**config.mk**
```make
export PLATFORM = sky130hd
export DESIGN_NAME = stepper_axis_command_controller_unit
export DESIGN_NICKNAME = d
export VERILOG_FILES = /design/src/design/sacc_pkg.sv /design/src/design/stepper_axis_command_controller_unit.sv /design/src/design/sacc_step.sv
export SDC_FILE = /design/constraint.sdc
export NUM_CORES = 1
export LEC_CHECK = 0
export BUFFER_PORTS_ARGS = -buffer_cell sky130_fd_sc_hd__buf_2
export CAP_MARGIN = 0
export CELL_PAD_IN_SITES_DETAIL_PLACEMENT = 0
export CELL_PAD_IN_SITES_GLOBAL_PLACEMENT = 1
export CORE_MARGIN = 1.5
export CORE_UTILIZATION = 48
export DETAILED_ROUTE_END_ITERATION = 6
export PLACE_DENSITY = 0.81
export REMOVE_ABC_BUFFERS = 1
export SKIP_CTS_REPAIR_TIMING = 1
export SYNTH_ARGS = -nofsm -noshare
export SYNTH_HDL_FRONTEND = slang
export SYNTH_SLANG_ARGS = --single-unit
```
**constraint.sdc**
```tcl
create_clock -name clk_i -period 7.6 [get_ports clk_i]
set_input_delay 0.38 -clock clk_i [delete_from_list [all_inputs] [get_ports clk_i]]
set_output_delay 0.38 -clock clk_i [all_outputs]
set_load 0.05 [all_outputs]
```
**src/design/sacc_pkg.sv**
```systemverilog
// Types and constants shared by the stepper axis command controller.
// Holds the item structs, the axis state struct, the mode and command codes.
// No dependencies.
package sacc_pkg;

  // Mode codes, as reported in the mode_code field.
  typedef enum logic [2:0] {
    MODE_IDLE        = 3'd0,
    MODE_WORKING     = 3'd1,
    MODE_ERROR       = 3'd2,
    MODE_MAINTENANCE = 3'd3,
    MODE_CALIBRATING = 3'd4
  } sacc_mode_e;

  // Command codes carried by a command item.
  typedef enum logic [3:0] {
    OP_START      = 4'd0,
    OP_STOP       = 4'd1,
    OP_SET_TARGET = 4'd2,
    OP_SET_SPEED  = 4'd3,
    OP_ESTOP      = 4'd4,
    OP_RESET      = 4'd5,
    OP_STATUS     = 4'd6,
    OP_CALIBRATE  = 4'd7
  } sacc_cmd_e;

  // Configuration register indexes.
  localparam logic [1:0] CFG_POS_UPPER   = 2'd0;
  localparam logic [1:0] CFG_POS_LOWER   = 2'd1;
  localparam logic [1:0] CFG_SPEED_LIMIT = 2'd2;

  // Reset values.
  localparam logic [7:0]  RST_POS_UPPER   = 8'd100;
  localparam logic [7:0]  RST_POS_LOWER   = 8'd0;
  localparam logic [6:0]  RST_SPEED_LIMIT = 7'd100;
  localparam logic [15:0] RST_FULL_RANGE  = 16'd2000;

  // Step period arithmetic, in microseconds.
  localparam logic [9:0] PERIOD_BASE  = 10'd1000;
  localparam logic [9:0] PERIOD_KNEE  = 10'd800;
  localparam logic [9:0] PERIOD_FLOOR = 10'd200;

  // Input item.
  typedef struct packed {
    logic        action;
    logic [3:0]  command_code;
    logic [7:0]  argument;
    logic [31:0] now_time;
    logic        limit_low_hit;
    logic        limit_high_hit;
  } sacc_in_t;

  // Result item.
  typedef struct packed {
    logic        step_pulse;
    logic        direction_out;
    logic        motor_enable;
    logic [2:0]  mode_code;
    logic [7:0]  position_now;
    logic [6:0]  speed_now;
    logic        fault_code;
    logic        ack_error;
    logic        status_lamp;
    logic        fault_lamp;
    logic [15:0] calibrated_steps;
  } sacc_out_t;

  // Configuration registers.
  typedef struct packed {
    logic [7:0] pos_upper;
    logic [7:0] pos_lower;
    logic [6:0] speed_limit;
  } sacc_cfg_t;

  // Axis state. lamps bit 0 is the status lamp, bit 1 the error lamp.
  typedef struct packed {
    logic [7:0]  position;
    logic [7:0]  target;
    logic [6:0]  speed;
    logic [9:0]  step_period;
    logic        stepping_active;
    logic        enable;
    logic        direction;
    sacc_mode_e  mode;
    logic        fault;
    logic [15:0] steps_taken;
    logic [15:0] full_range_steps;
    logic [31:0] last_step_time;
    logic [1:0]  lamps;
  } sacc_state_t;

endpackage

```
**src/design/stepper_axis_command_controller_unit.sv**
```systemverilog
// Top level of the stepper axis command controller.
// Holds the input and result registers, the axis state and the configuration
// registers; depends on sacc_pkg and sacc_step.
//
// Usage:
// - in_item_i is a poll (timer value and limit switches) or a command. An item
//   is taken when in_valid_i is high and in_stall_o is low.
// - Every item gives exactly one result on out_item_o, taken when out_valid_o
//   is high and out_stall_i is low.
// - The item is registered, then the state update and the result are computed
//   from that register and the state, and written to the result register.
// - Throughput is one item per cycle while out_stall_i is low. The per-item
//   update is a single pass of logic between the input and result registers,
//   so the state one item writes is ready for the next in the following cycle.
// - When the receiver stalls, the result register holds its item; the input
//   register still takes one more item, then in_stall_o rises until the
//   result is taken.
// - Configuration writes on cfg_* are always ready; indexes 0, 1, 2 are the
//   upper position bound, the lower position bound and the speed limit, other
//   indexes are ignored.
// - Reset (rst_ni low, asynchronous) empties both registers, restores the
//   configuration defaults and puts the axis in idle with both lamps off.
module stepper_axis_command_controller_unit import sacc_pkg::*; (
  input  logic       clk_i,
  input  logic       rst_ni,
  // Input items.
  input  logic       in_valid_i,
  output logic       in_stall_o,
  input  sacc_in_t   in_item_i,
  // Result items.
  output logic       out_valid_o,
  input  logic       out_stall_i,
  output sacc_out_t  out_item_o,
  // Configuration writes.
  input  logic       cfg_valid_i,
  output logic       cfg_ready_o,
  input  logic [1:0] cfg_index_i,
  input  logic [7:0] cfg_data_i
);

  logic        in_valid_q, in_valid_d;
  sacc_in_t    in_item_q;
  logic        out_valid_q, out_valid_d;
  sacc_out_t   out_item_q;
  sacc_state_t state_q, state_d;
  sacc_cfg_t   cfg_q, cfg_d;
  sacc_out_t   result;
  logic        advance;
  logic        load;

  // The registered item moves on when the result register is free or emptying.
  assign advance    = in_valid_q && (!out_valid_q || !out_stall_i);
  assign in_stall_o = in_valid_q && !advance;
  assign load       = in_valid_i && !in_stall_o;

  // Per-item state update and result.
  sacc_step u_step (
    .item_i   (in_item_q),
    .cfg_i    (cfg_q),
    .state_i  (state_q),
    .state_o  (state_d),
    .result_o (result)
  );

  // Handshake control for both registers.
  always_comb begin
    in_valid_d = in_valid_q;
    if (load) begin
      in_valid_d = 1'b1;
    end else if (advance) begin
      in_valid_d = 1'b0;
    end
    out_valid_d = out_valid_q;
    if (advance) begin
      out_valid_d = 1'b1;
    end else if (!out_stall_i) begin
      out_valid_d = 1'b0;
    end
  end

  always_ff @(posedge clk_i or negedge rst_ni) begin
    if (!rst_ni) begin
      in_valid_q  <= 1'b0;
      out_valid_q <= 1'b0;
    end else begin
      in_valid_q  <= in_valid_d;
      out_valid_q <= out_valid_d;
    end
  end

  // Payload registers.
  always_ff @(posedge clk_i) begin
    if (load) begin
      in_item_q <= in_item_i;
    end
    if (advance) begin
      out_item_q <= result;
    end
  end

  // Axis state, updated once per processed item.
  always_ff @(posedge clk_i or negedge rst_ni) begin
    if (!rst_ni) begin
      state_q.position         <= 8'd0;
      state_q.target           <= 8'd0;
      state_q.speed            <= 7'd0;
      state_q.step_period      <= PERIOD_BASE;
      state_q.stepping_active  <= 1'b0;
      state_q.enable           <= 1'b0;
      state_q.direction        <= 1'b0;
      state_q.mode             <= MODE_IDLE;
      state_q.fault            <= 1'b0;
      state_q.steps_taken      <= 16'd0;
      state_q.full_range_steps <= RST_FULL_RANGE;
      state_q.last_step_time   <= 32'd0;
      state_q.lamps            <= 2'b00;
    end else if (advance) begin
      state_q <= state_d;
    end
  end

  // Configuration registers.
  assign cfg_ready_o = 1'b1;

  always_comb begin
    cfg_d = cfg_q;
    if (cfg_valid_i) begin
      case (cfg_index_i)
        CFG_POS_UPPER:   cfg_d.pos_upper   = cfg_data_i;
        CFG_POS_LOWER:   cfg_d.pos_lower   = cfg_data_i;
        CFG_SPEED_LIMIT: cfg_d.speed_limit = cfg_data_i[6:0];
        default:         cfg_d             = cfg_q;
      endcase
    end
  end

  always_ff @(posedge clk_i or negedge rst_ni) begin
    if (!rst_ni) begin
      cfg_q.pos_upper   <= RST_POS_UPPER;
      cfg_q.pos_lower   <= RST_POS_LOWER;
      cfg_q.speed_limit <= RST_SPEED_LIMIT;
    end else begin
      cfg_q <= cfg_d;
    end
  end

  assign out_valid_o = out_valid_q;
  assign out_item_o  = out_item_q;

  // A command never produces a step pulse.
  assert property (@(posedge clk_i) disable iff (!rst_ni)
    (advance && in_item_q.action) |=> !out_item_q.step_pulse)
    else $error("step pulse reported for a command item");

  // A poll never reports a command error.
  assert property (@(posedge clk_i) disable iff (!rst_ni)
    (advance && !in_item_q.action) |=> !out_item_q.ack_error)
    else $error("ack_error reported for a poll item");

  // Stepping is only active while the driver is enabled.
  assert property (@(posedge clk_i) disable iff (!rst_ni)
    state_q.stepping_active |-> state_q.enable)
    else $error("stepping active with driver disabled");

  // Error mode always shows the error lamp alone.
  assert property (@(posedge clk_i) disable iff (!rst_ni)
    (state_q.mode == MODE_ERROR) |-> (state_q.lamps == 2'b10))
    else $error("lamps do not match error mode");

endmodule

```
**src/design/sacc_step.sv**
```systemverilog
// Next-state and result logic for one item of the stepper axis controller.
// Purely combinational; depends on sacc_pkg for the item and state types.
module sacc_step import sacc_pkg::*; (
  input  sacc_in_t    item_i,
  input  sacc_cfg_t   cfg_i,
  input  sacc_state_t state_i,
  output sacc_state_t state_o,
  output sacc_out_t   result_o
);

  // Lamp levels that go with each mode.
  function automatic logic [1:0] lamps_for_mode(input sacc_mode_e m);
    logic [1:0] l;
    case (m)
      MODE_IDLE, MODE_WORKING: l = 2'b01;
      MODE_ERROR:              l = 2'b10;
      MODE_MAINTENANCE:        l = 2'b00;
      default:                 l = 2'b11;
    endcase
    return l;
  endfunction

  logic [31:0] elapsed;
  logic        step_due;
  logic [7:0]  target_clamped;
  logic [7:0]  speed_clamped;
  logic [9:0]  speed_x8;
  logic        pulse;
  logic        unknown_cmd;
  sacc_state_t n;

  // Time since the last step, wrapping at 32 bits.
  assign elapsed  = item_i.now_time - state_i.last_step_time;
  assign step_due = state_i.stepping_active && (state_i.position != state_i.target) &&
                    (elapsed >= {22'd0, state_i.step_period});

  // Requested target, clamped to the upper bound first and then to the lower.
  always_comb begin
    target_clamped = (item_i.argument > cfg_i.pos_upper) ? cfg_i.pos_upper
                                                         : item_i.argument;
    if (target_clamped < cfg_i.pos_lower) begin
      target_clamped = cfg_i.pos_lower;
    end
  end

  // Requested speed, clamped, and its scaled value for the period.
  assign speed_clamped = (item_i.argument > {1'b0, cfg_i.speed_limit}) ?
                         {1'b0, cfg_i.speed_limit} : item_i.argument;
  assign speed_x8 = {speed_clamped[6:0], 3'b000};

  // State update for a poll or a command.
  always_comb begin
    n           = state_i;
    pulse       = 1'b0;
    unknown_cmd = 1'b0;
    if (!item_i.action) begin
      // Poll: one step toward the target, then the switch snaps.
      if (step_due) begin
        pulse = 1'b1;
        if (state_i.target > state_i.position) begin
          n.position = state_i.position + 8'd1;
        end else begin
          n.position = state_i.position - 8'd1;
        end
        n.steps_taken    = state_i.steps_taken + 16'd1;
        n.last_step_time = item_i.now_time;
      end
      if (item_i.limit_low_hit && (n.position != 8'd0)) begin
        n.position = 8'd0;
        n.target   = 8'd0;
      end
      if (item_i.limit_high_hit && (n.position < cfg_i.pos_upper)) begin
        n.position = cfg_i.pos_upper;
        n.target   = cfg_i.pos_upper;
      end
      if ((state_i.mode == MODE_CALIBRATING) && item_i.limit_high_hit) begin
        n.full_range_steps = n.steps_taken;
        n.mode             = MODE_IDLE;
        n.lamps            = lamps_for_mode(MODE_IDLE);
      end
    end else begin
      case (item_i.command_code)
        OP_START: begin
          if (state_i.mode != MODE_ERROR) begin
            n.mode            = MODE_WORKING;
            n.lamps           = lamps_for_mode(MODE_WORKING);
            n.enable          = 1'b1;
            n.stepping_active = 1'b1;
          end
        end
        OP_STOP: begin
          n.mode            = MODE_IDLE;
          n.lamps           = lamps_for_mode(MODE_IDLE);
          n.enable          = 1'b0;
          n.stepping_active = 1'b0;
          n.speed           = 7'd0;
        end
        OP_SET_TARGET: begin
          n.target    = target_clamped;
          n.direction = target_clamped > state_i.position;
        end
        OP_SET_SPEED: begin
          n.speed = speed_clamped[6:0];
          if (speed_clamped[6:0] == 7'd0) begin
            n.step_period = PERIOD_BASE;
          end else if (speed_x8 >= PERIOD_KNEE) begin
            n.step_period = PERIOD_FLOOR;
          end else begin
            n.step_period = PERIOD_BASE - speed_x8;
          end
        end
        OP_ESTOP: begin
          n.mode            = MODE_ERROR;
          n.lamps           = lamps_for_mode(MODE_ERROR);
          n.enable          = 1'b0;
          n.stepping_active = 1'b0;
          n.speed           = 7'd0;
          n.fault           = 1'b1;
        end
        OP_RESET: begin
          n.mode            = MODE_IDLE;
          n.lamps           = lamps_for_mode(MODE_IDLE);
          n.enable          = 1'b0;
          n.stepping_active = 1'b0;
          n.speed           = 7'd0;
          n.position        = 8'd0;
          n.target          = 8'd0;
          n.fault           = 1'b0;
          n.steps_taken     = 16'd0;
        end
        OP_STATUS: begin
        end
        OP_CALIBRATE: begin
          n.mode        = MODE_CALIBRATING;
          n.lamps       = lamps_for_mode(MODE_CALIBRATING);
          n.direction   = 1'b1;
          n.position    = 8'd0;
          n.steps_taken = 16'd0;
          n.target      = cfg_i.pos_upper;
        end
        default: begin
          unknown_cmd = 1'b1;
        end
      endcase
    end
  end

  assign state_o = n;

  // Result fields come from the state after the item.
  always_comb begin
    result_o.step_pulse       = pulse;
    result_o.direction_out    = n.direction;
    result_o.motor_enable     = n.enable;
    result_o.mode_code        = n.mode;
    result_o.position_now     = n.position;
    result_o.speed_now        = n.speed;
    result_o.fault_code       = n.fault;
    result_o.ack_error        = unknown_cmd;
    result_o.status_lamp      = n.lamps[0];
    result_o.fault_lamp       = n.lamps[1];
    result_o.calibrated_steps = n.full_range_steps;
  end

endmodule
```
* Yosys cells after proc, flatten, opt, wreduce, memory -nomap -nowiden *
Cells that the tools add are included.

operators by class
  add/subtract/negate cells = 5
  $mul = 0
  divide/modulo/power cells = 0
  order comparisons = 8
  equality and inequality tests = 16
  shift-type cells = 0
  muxes and demuxes = 42
  bitwise logic cells = 1
  reductions and logical operators = 32

operators with widths
  cell                      number
  $mux W16                  8
  $mux W48                  1
  $mux W8                   6
  $ge A32 B10 Y1            1
  $mux W32                  1
  $sub A32 B32 Y32          1
  $mux W10                  3
  $gt A8 B8 Y1              3
  $pmux W8 S3               1
  $mux W20                  1
  $add A16 B1 Y16 const B   1
  $eq A4 B3 Y1 const B      4
  $lt A8 B8 Y1              2
  $pmux W7 S2               1
  $pmux W3 S4               1
  $ge A10 B10 Y1 const B    1
  $sub A10 B10 Y10 const A  1
  $mux W3                   3
  $reduce_and A3 Y1         3
  $add A8 B1 Y8 const B     1
  $eq A4 B2 Y1 const B      2
  $gt A8 B7 Y1              1
  $logic_and A1 B1 Y1       8
  $mux W2                   4
  other kinds (29)          45

word-level totals
  bits in registers = 219
  latch bits = 0
  bits in writable memories = 0
  bits in read-only memories = 0
  input port bits = 62
  output and inout bits = 44
  memories kept = 0

* Logic depth before layout (Yosys ltp) *
Gate-level depths: netlist (run 1).

  word-level depth = 13
  depth in mapped cells = 33

* Cells and area by module *
From an unflattened synthesis (run 1), not the netlist that was laid out.

unflattened totals
  cells, all modules = 1397
  area, all modules = 14505.2 sq um

by module, submodules not included
  module                                times used  cells an instance  area an instance (sq um)
  stepper_axis_command_controller_unit  1           371                7724.9
  sacc_step                             1           1026               6780.3

* Worst setup path after synthesis (run 1) *
OpenSTA, ideal clock, no wires.

  path type = register to register
  from = register in_item_q[2] in the netlist's numbering
  to = register out_item_q, in the netlist out_item_o[27], data pin
  setup time = 270 ps
  data arrival time = 6529 ps
  path slack = 801 ps
  stages on the path, launching flop included = 32
  path buffers = 2
  clock period less this slack = 6799 ps
  path through = edfxtp_1 -> inv_1 -> ha_1 -> inv_1 -> fa_1 -> a21o_1 -> a221oi_1 -> o21a_1 -> xnor2_1 -> ha_1 -> and3_1 -> a21o_1 -> nor4_1 -> nand4_1 -> nor4_1 -> nor4b_2 -> and4_1 -> nand4_2 -> o21ai_4 -> buf_4 -> mux2_2 -> and2_1 -> ha_1 -> inv_1 -> o21ai_0 -> nor4_1 -> o21ai_0 -> o31ai_4 -> nor2_2 -> buf_2 -> a41oi_2 -> o211ai_1

RTL lines
  element                 RTL line                                    source
  start, declared         stepper_axis_command_controller_unit.sv:42  sacc_in_t in_item_q;
  start signal, assigned  stepper_axis_command_controller_unit.sv:94  in_item_q <= in_item_i;
  end signal, assigned    stepper_axis_command_controller_unit.sv:97  out_item_q <= result;
  end, declared           stepper_axis_command_controller_unit.sv:44  sacc_out_t out_item_q;

==> results by group, run 1 <==
Clock tree
  – Clk sink count: about 220
  – Worst-path clk slew: 60 ps
  – H-Tree Depth: 1
  – CTS tree: done
  – TritonCTS buffer count: 26
  – Clk root buf: clkbuf_16
  – Clock latency on the worst-skew pair: 540 ps
  – Clock buffer depth: 3

Setup path
  – Max stage delay cell, worst path: fa_1
  – Worst Path Required: 7880 ps
  – Crit-path max FO: 12
  – Startpoint types: register
  – Most common cell on crit path: ha_1
  – Worst path max stage delay: ~400 ps
  – Crit path DAT: 7360 ps
  – Critical Path Sink Type: register
  – Worst Path Class, Setup: register to register

Place
  – IO Port Bufs: 104
  – Setup WS pre-CTS: 344 ps
  – Hpwl dp: 25700 µm
  – GPL Wtd Cong: 0.939
  – DP Cell Count: approximately 1800

STA
  – Setup ws final: 521 ps
  – Final setup viols: 0
  – Setup TNS: 0 ps
  – Worst Skew: 15.6 ps
  – Worst-Margin Slew: roughly 1000 ps
  – Final period util: 93.1%
  – Max Clk Rate: 141 MHz
  – Final slew viol count: 0
  – Min Hold Slack: 16.7 ps
  – Fin crit period: just over 7000 ps
  – Final hold vios: 0
  – Max_slew headroom: 31.4%

Synth
  – Yosys warning total: 0
  – Mapped cell area: 13400 µm²
  – Post-synth ARST share: 59.3%
  – Seq/Total Area, Yosys: 43.7%
  – Post-Synthesis Cells: 1359
  – Post-synth EDFFs: 88
  – Avg Inst Size Synth: 9.89 µm²
  – Flops & latches, synth: 216
  – Post-synthesis cell type count: between 90 and 100
  – Top_reg_cell synth: dfrtp_1

Layout
  – Layout area overhead: 14.7%
  – Multi-input logic area: 6960 µm²
  – Most frequent cells in the layout: nand2_1 (144), dfrtp_1 (110), inv_1 (107), buf_2 (103), ha_1 (91)
  – Register area: slightly below 6000 µm²
  – Layout cells sized above 1: 18.5%
  – Ant. Diodes: 0
  – Fill cells: 2569
  – Post-Layout Cell Count: 1879
  – Commonest non-fill, non-tap cell in the layout: nand2_1
  – Nets: 1636

Status
  – Outcome: finished clean

Route
  – Drt initial violations: 785
  – Final ANT Viol Nets: 0
  – Wire length per cell: 18.7 µm
  – Via count: 10900
  – Drt first pass iters: 6
  – Routed wire length: about 35000 µm
  – Vias/cell: between 5 and 6
  – Residual DRC: 0

Floorplan
  – Row count: roughly 60
  – Die width: 170 µm
  – Core box area: 27600 µm²
  – IO Pins: between 100 and 150
  – Initial Util: 48.6%
  – Height of the die: 170 µm
  – Die area: 29000 µm²

GRT
  – Total GRT Usage: 24.4%
  – Total congestion overflow: 0
  – Antenna violations before repair: 0
  – Number of global-route vias before repair: 10500
  – Largest net degree at the start of global routing: 66
  – First-pass GRT wire length: 55900 µm

Power and ir drop
  – Peak supply drop: 0.195 mV
  – Pwr/cell area: 395 nW/µm²
  – Leak pwr: 6.56 nW
  – Tot Pwr: between 0.006 and 0.007 W

Job
  – Max_cap viols: 0

Hold path
  – Worst Hold Class: input port to register
-- flip-flops by register name, indices dropped and copies added (netlist names) --
signal and cells:
in_item_q 47, in_valid_q 1, state_q 103, cfg_q 23
out_item_o 41, out_valid_o 1
-- cell families after synthesis --
| family | synth area share (%) |
|---|---|
| xor+xnor | 2.41 |
| compound gates | 18.7 |
| mux | 6.85 |
| simple gates | 14.7 |
| buf+inv | 4.83 |
| fa+ha+maj | 8.77 |
| other cells | 0.0279 |
| flops | 43.7 |
-- final cells by class --
type / count / area share (%)
multi-input cells: 985 / 45.1
well taps: 378 / 3.07
clock inverters: 14 / 0.755
inverters: 108 / 2.63
repair buffers: 144 / 5.72
flip-flops and latches: 216 / 38.1
clock buffers: 34 / 4.61
-- where the power goes --
group	total, W	leakage (nW)	internal (W)	switching (W)
registers	0.00169	2.42	0.00151	0.000181
logic	0.00321	3.73	0.00123	0.00198
clock network	0.00119	0.413	0.000695	0.000499
-- worst paths after layout --
| path | startpoint | endpoint | slack (ps) | depth (start not counted) |
|---|---|---|---|---|
| worst max-delay path | in_item_q[2]$_DFFE_PP_ | out_item_o[30]$_DFFE_PP_ | 520 | 32 |
| worst min-delay path | in_item_i[21] | in_item_q[21]$_DFFE_PP_ | 20 | 1 |
| worst max register to register | in_item_q[2]$_DFFE_PP_ | out_item_o[30]$_DFFE_PP_ | 520 | 32 |
| worst min register to register | state_q[43]$_DFFE_PN1P_ | state_q[43]$_DFFE_PN1P_ | 470 | 2 |
| max in group asynchronous | rst_ni | cfg_q[0]$_DFFE_PN0P_ | 5930 | 3 |
| min in group asynchronous | rst_ni | state_q[17]$_DFFE_PN0P_ | 400 | 2 |
-- layer usage --
metal / global-route usage [%] / vias up / part of all wire [%]
met3: 3.58 / 55 / 4.8
met2: 40.6 / 289 / 47
met5: 0 / - / 0
li1: - / 5265 / -
met4: 6.89 / 0 / 2.7
met1: 33.0 / 5259 / 46
-- through the flow --
stage               instance area [µm²]  util, %
finish                            15400     55.8
global route                      15400     55.8
CTS                               15100     54.8
detailed placement                14300     51.8
global placement                  14300     51.8
floorplan                         13200        -
-- synthesized netlist by cell type (13+ instances only) --
master | number | area [µm²]
nand2_1 | 144 | 541
dfrtp_1 | 110 | 2750
inv_1 | 108 | 405
ha_1 | 91 | 1140
edfxtp_1 | 88 | 2640
a21oi_1 | 86 | 430
o21ai_0 | 82 | 410
nor2_1 | 77 | 289
mux2_2 | 64 | 721
nand3_1 | 36 | 180
o21a_1 | 31 | 233
nor3_1 | 29 | 145
xnor2_1 | 27 | 236
clkbuf_1 | 22 | 82.6
nand4_1 | 21 | 131
mux2i_1 | 20 | 200
dfstp_2 | 18 | 473
buf_2 | 15 | 75.1
o21ai_1 | 15 | 75.1
a211oi_1 | 13 | 97.6
a21o_1 | 13 | 97.6
and2_1 | 13 | 81.3
-- critical path, delay by kind of cell, from the launching register on --
kind            cells  cell delay [ps]
compound gates     10             2230
xor+xnor            1              130
fa+ha+maj           4             1010
buf+inv             3              400
flops               1              370
mux                 1              290
simple gates       13             2400
No activity file was read; power rests on OpenSTA's default activity.
==> run 2, diff against run 1 <==
- PLACE_DENSITY: 0.81 -> 0.9
==> results by group, run 2 (synthesized netlist as in run 1, its figures left out) <==
STA
  – Worst Skew: 12.5 ps (-3.10 ps)
  – Setup ws final: 446 ps (-75.5 ps)
  – Final period util: 94.1% (+0.99 points)
  – Max Clk Rate: 140 MHz (-1.1%)
  – Final slew viol count: 0 (unchanged)
  – Final setup viols: 0 (unchanged)
  – Fin crit period: 7150 ps (+75.5 ps)
  – Final hold vios: 0 (unchanged)
  – Max_slew headroom: 22.3% (-9.1 points)
  – Worst-Margin Slew: 1150 ps (+128 ps)

Place
  – IO Port Bufs: 104 (unchanged)
  – Setup WS pre-CTS: 220 ps (-125 ps)
  – Post-DP Area: 14300 µm² (about the same)
  – GPL Wtd Cong: 0.924 (-1.6%)
  – Hpwl dp: 25500 µm (-0.56%)

Power and ir drop
  – Leak pwr: 6.47 nW (-1.3%)
  – Peak supply drop: 0.189 mV (-3.4%)
  – Pwr/cell area: 400 nW/µm² (+1.1%)
  – Tot Pwr: 0.00607 W (-0.33%)

Floorplan
  – Die width: 170 µm (unchanged)
  – IO Pins: 106 (unchanged)
  – Core box area: 27600 µm² (unchanged)
  – Height of the die: 170 µm (unchanged)
  – Initial Util: 48.6% (unchanged)
  – Die area: 29000 µm² (unchanged)
  – Row count: 61 (unchanged)

Hold path
  – Hold depth: 1 (unchanged)
  – Worst Hold Class: input port to register
  – Min-delay src: in_item_i[14]
  – Hold endpoint: in_item_q[14]$_DFFE_PP_

Clock tree
  – CTS tree: done
  – Worst-path clk slew: 60 ps (about the same)
  – Clock buffer depth: 3 (unchanged)
  – Clk sink count: 216 (unchanged)
  – H-Tree Depth: 1 (unchanged)
  – Clk root buf: clkbuf_16
  – TritonCTS buffer count: 24 (-7.7%)
  – Clock latency on the worst-skew pair: 520 ps (-20 ps)

GRT
  – Largest net degree at the start of global routing: 59 (-11%)
  – Total congestion overflow: 0 (unchanged)
  – Number of global-route vias before repair: 10400 (-1.5%)
  – Total GRT Usage: 23.9% (-0.48 points)
  – Antenna violations before repair: 0 (unchanged)
  – First-pass GRT wire length: 55300 µm (-1.0%)

Layout
  – Ant. Diodes: 0 (unchanged)
  – Layout cells sized above 1: 18.4% (-0.13 points)
  – Fin util: 55.0% (-0.77 points)
  – Commonest non-fill, non-tap cell in the layout: nand2_1
  – Layout area overhead: 13.1%
  – Nets: 1616 (-1.2%)
  – Final instance area: 15200 µm² (-1.4%)
  – Most frequent cells in the layout: nand2_1 (144), dfrtp_1 (110), inv_1 (107), buf_2 (103), ha_1 (91)
  – Max FFs per register: 103 (unchanged)
  – Largest reg by FF count: state_q

Setup path
  – FF-to-FF path depth: 32 (unchanged)
  – Worst path max stage delay: 400 ps (about the same)
  – Startpoint types: register
  – Worst Path Required: 8030 ps (+150 ps)
  – Max stage delay cell, worst path: fa_1
  – FF-to-FF End: state_q[91]$_DFFE_PN0P_
  – Reg2reg setup slack: 450 ps (-80 ps)
  – Critical Path Sink Type: register
  – Worst r2r src: in_item_q[2]$_DFFE_PP_
  – Worst Path Class, Setup: register to register
  – Crit path DAT: 7580 ps (+220 ps)
  – Worst Setup SP: in_item_q[2]$_DFFE_PP_
  – Crit-path max FO: 8 (-4)

Route
  – Drt initial violations: 826 (+5.2%)
  – Wire length per cell: 18.7 µm (about the same)
  – Routed wire length: 34800 µm (-1.1%)
  – Via count: 10800 (-0.32%)
  – Residual DRC: 0 (unchanged)
  – Drt first pass iters: 5 (-1)
  – Final ANT Viol Nets: 0 (unchanged)
  – Vias/cell: 5.83 (+0.86%)

Job
  – Max_cap viols: 0 (unchanged)

Status
  – Outcome: finished clean
## run 2: how the worst max path moves through the flow
stage	endpoint	slack (ps)	cells past startpoint
after detailed placement	state_q[92]$_DFFE_PN0P_	220	32
after floorplan	out_item_o[30]$_DFFE_PP_	820	31
after CTS	state_q[99]$_DFFE_PN0P_	100	32
after global routing	state_q[92]$_DFFE_PN0P_	-120	33
final	state_q[91]$_DFFE_PN0P_	450	32
after global placement	out_item_o[28]$_DFFE_PP_	400	32
## run 2: layer usage
layer  track usage, %  vias to the layer above  share of wire, %
met5                0                        -                 0
met4             6.89                        0               2.3
met3             3.09                       60               5.3
met2             39.6                      294                47
met1             32.8                     5266                46
li1                 -                     5213                 -
## run 2: power breakdown
part / internal (W) / switching [W] / leakage [nW] / total, W
Clock: 0.000733 / 0.000465 / 0.399 / 0.00120
Combinational: 0.00121 / 0.00196 / 3.65 / 0.00317
Sequential: 0.00151 / 0.000190 / 2.42 / 0.00170
Total: 0.00346 / 0.00261 / 6.47 / 0.00607
## run 2: layout make-up
| class | instances | area, µm² |
|---|---|---|
| Clock buffer | 36 | 697 |
| Inverter | 108 | 405 |
| Sequential cell | 216 | 5870 |
| Multi-Input combinational cell | 985 | 6950 |
| Fill cell | 2517 | 12400 |
| Timing Repair Buffer | 126 | 691 |
| Clock inverter | 8 | 114 |
| Tap cell | 378 | 473 |
## run 2: through the flow
step                setup TNS, ps  instances  hold WS [ps]
global placement                0       1809           245
detailed placement              0       1809           249
global route                -1340       1857          13.9
floorplan                       0       1309          84.4
CTS                             0       1853          -312
finish                          0       1857          36.1
## run 2: worst max-delay path: cells and delay by family (launching register included)
kind	cells	cell delay (ps)
compound gates	11	2430
flops	1	350
buf+inv	3	340
fa+ha+maj	4	1150
xor+xnor	1	140
mux	1	340
simple gates	12	2320
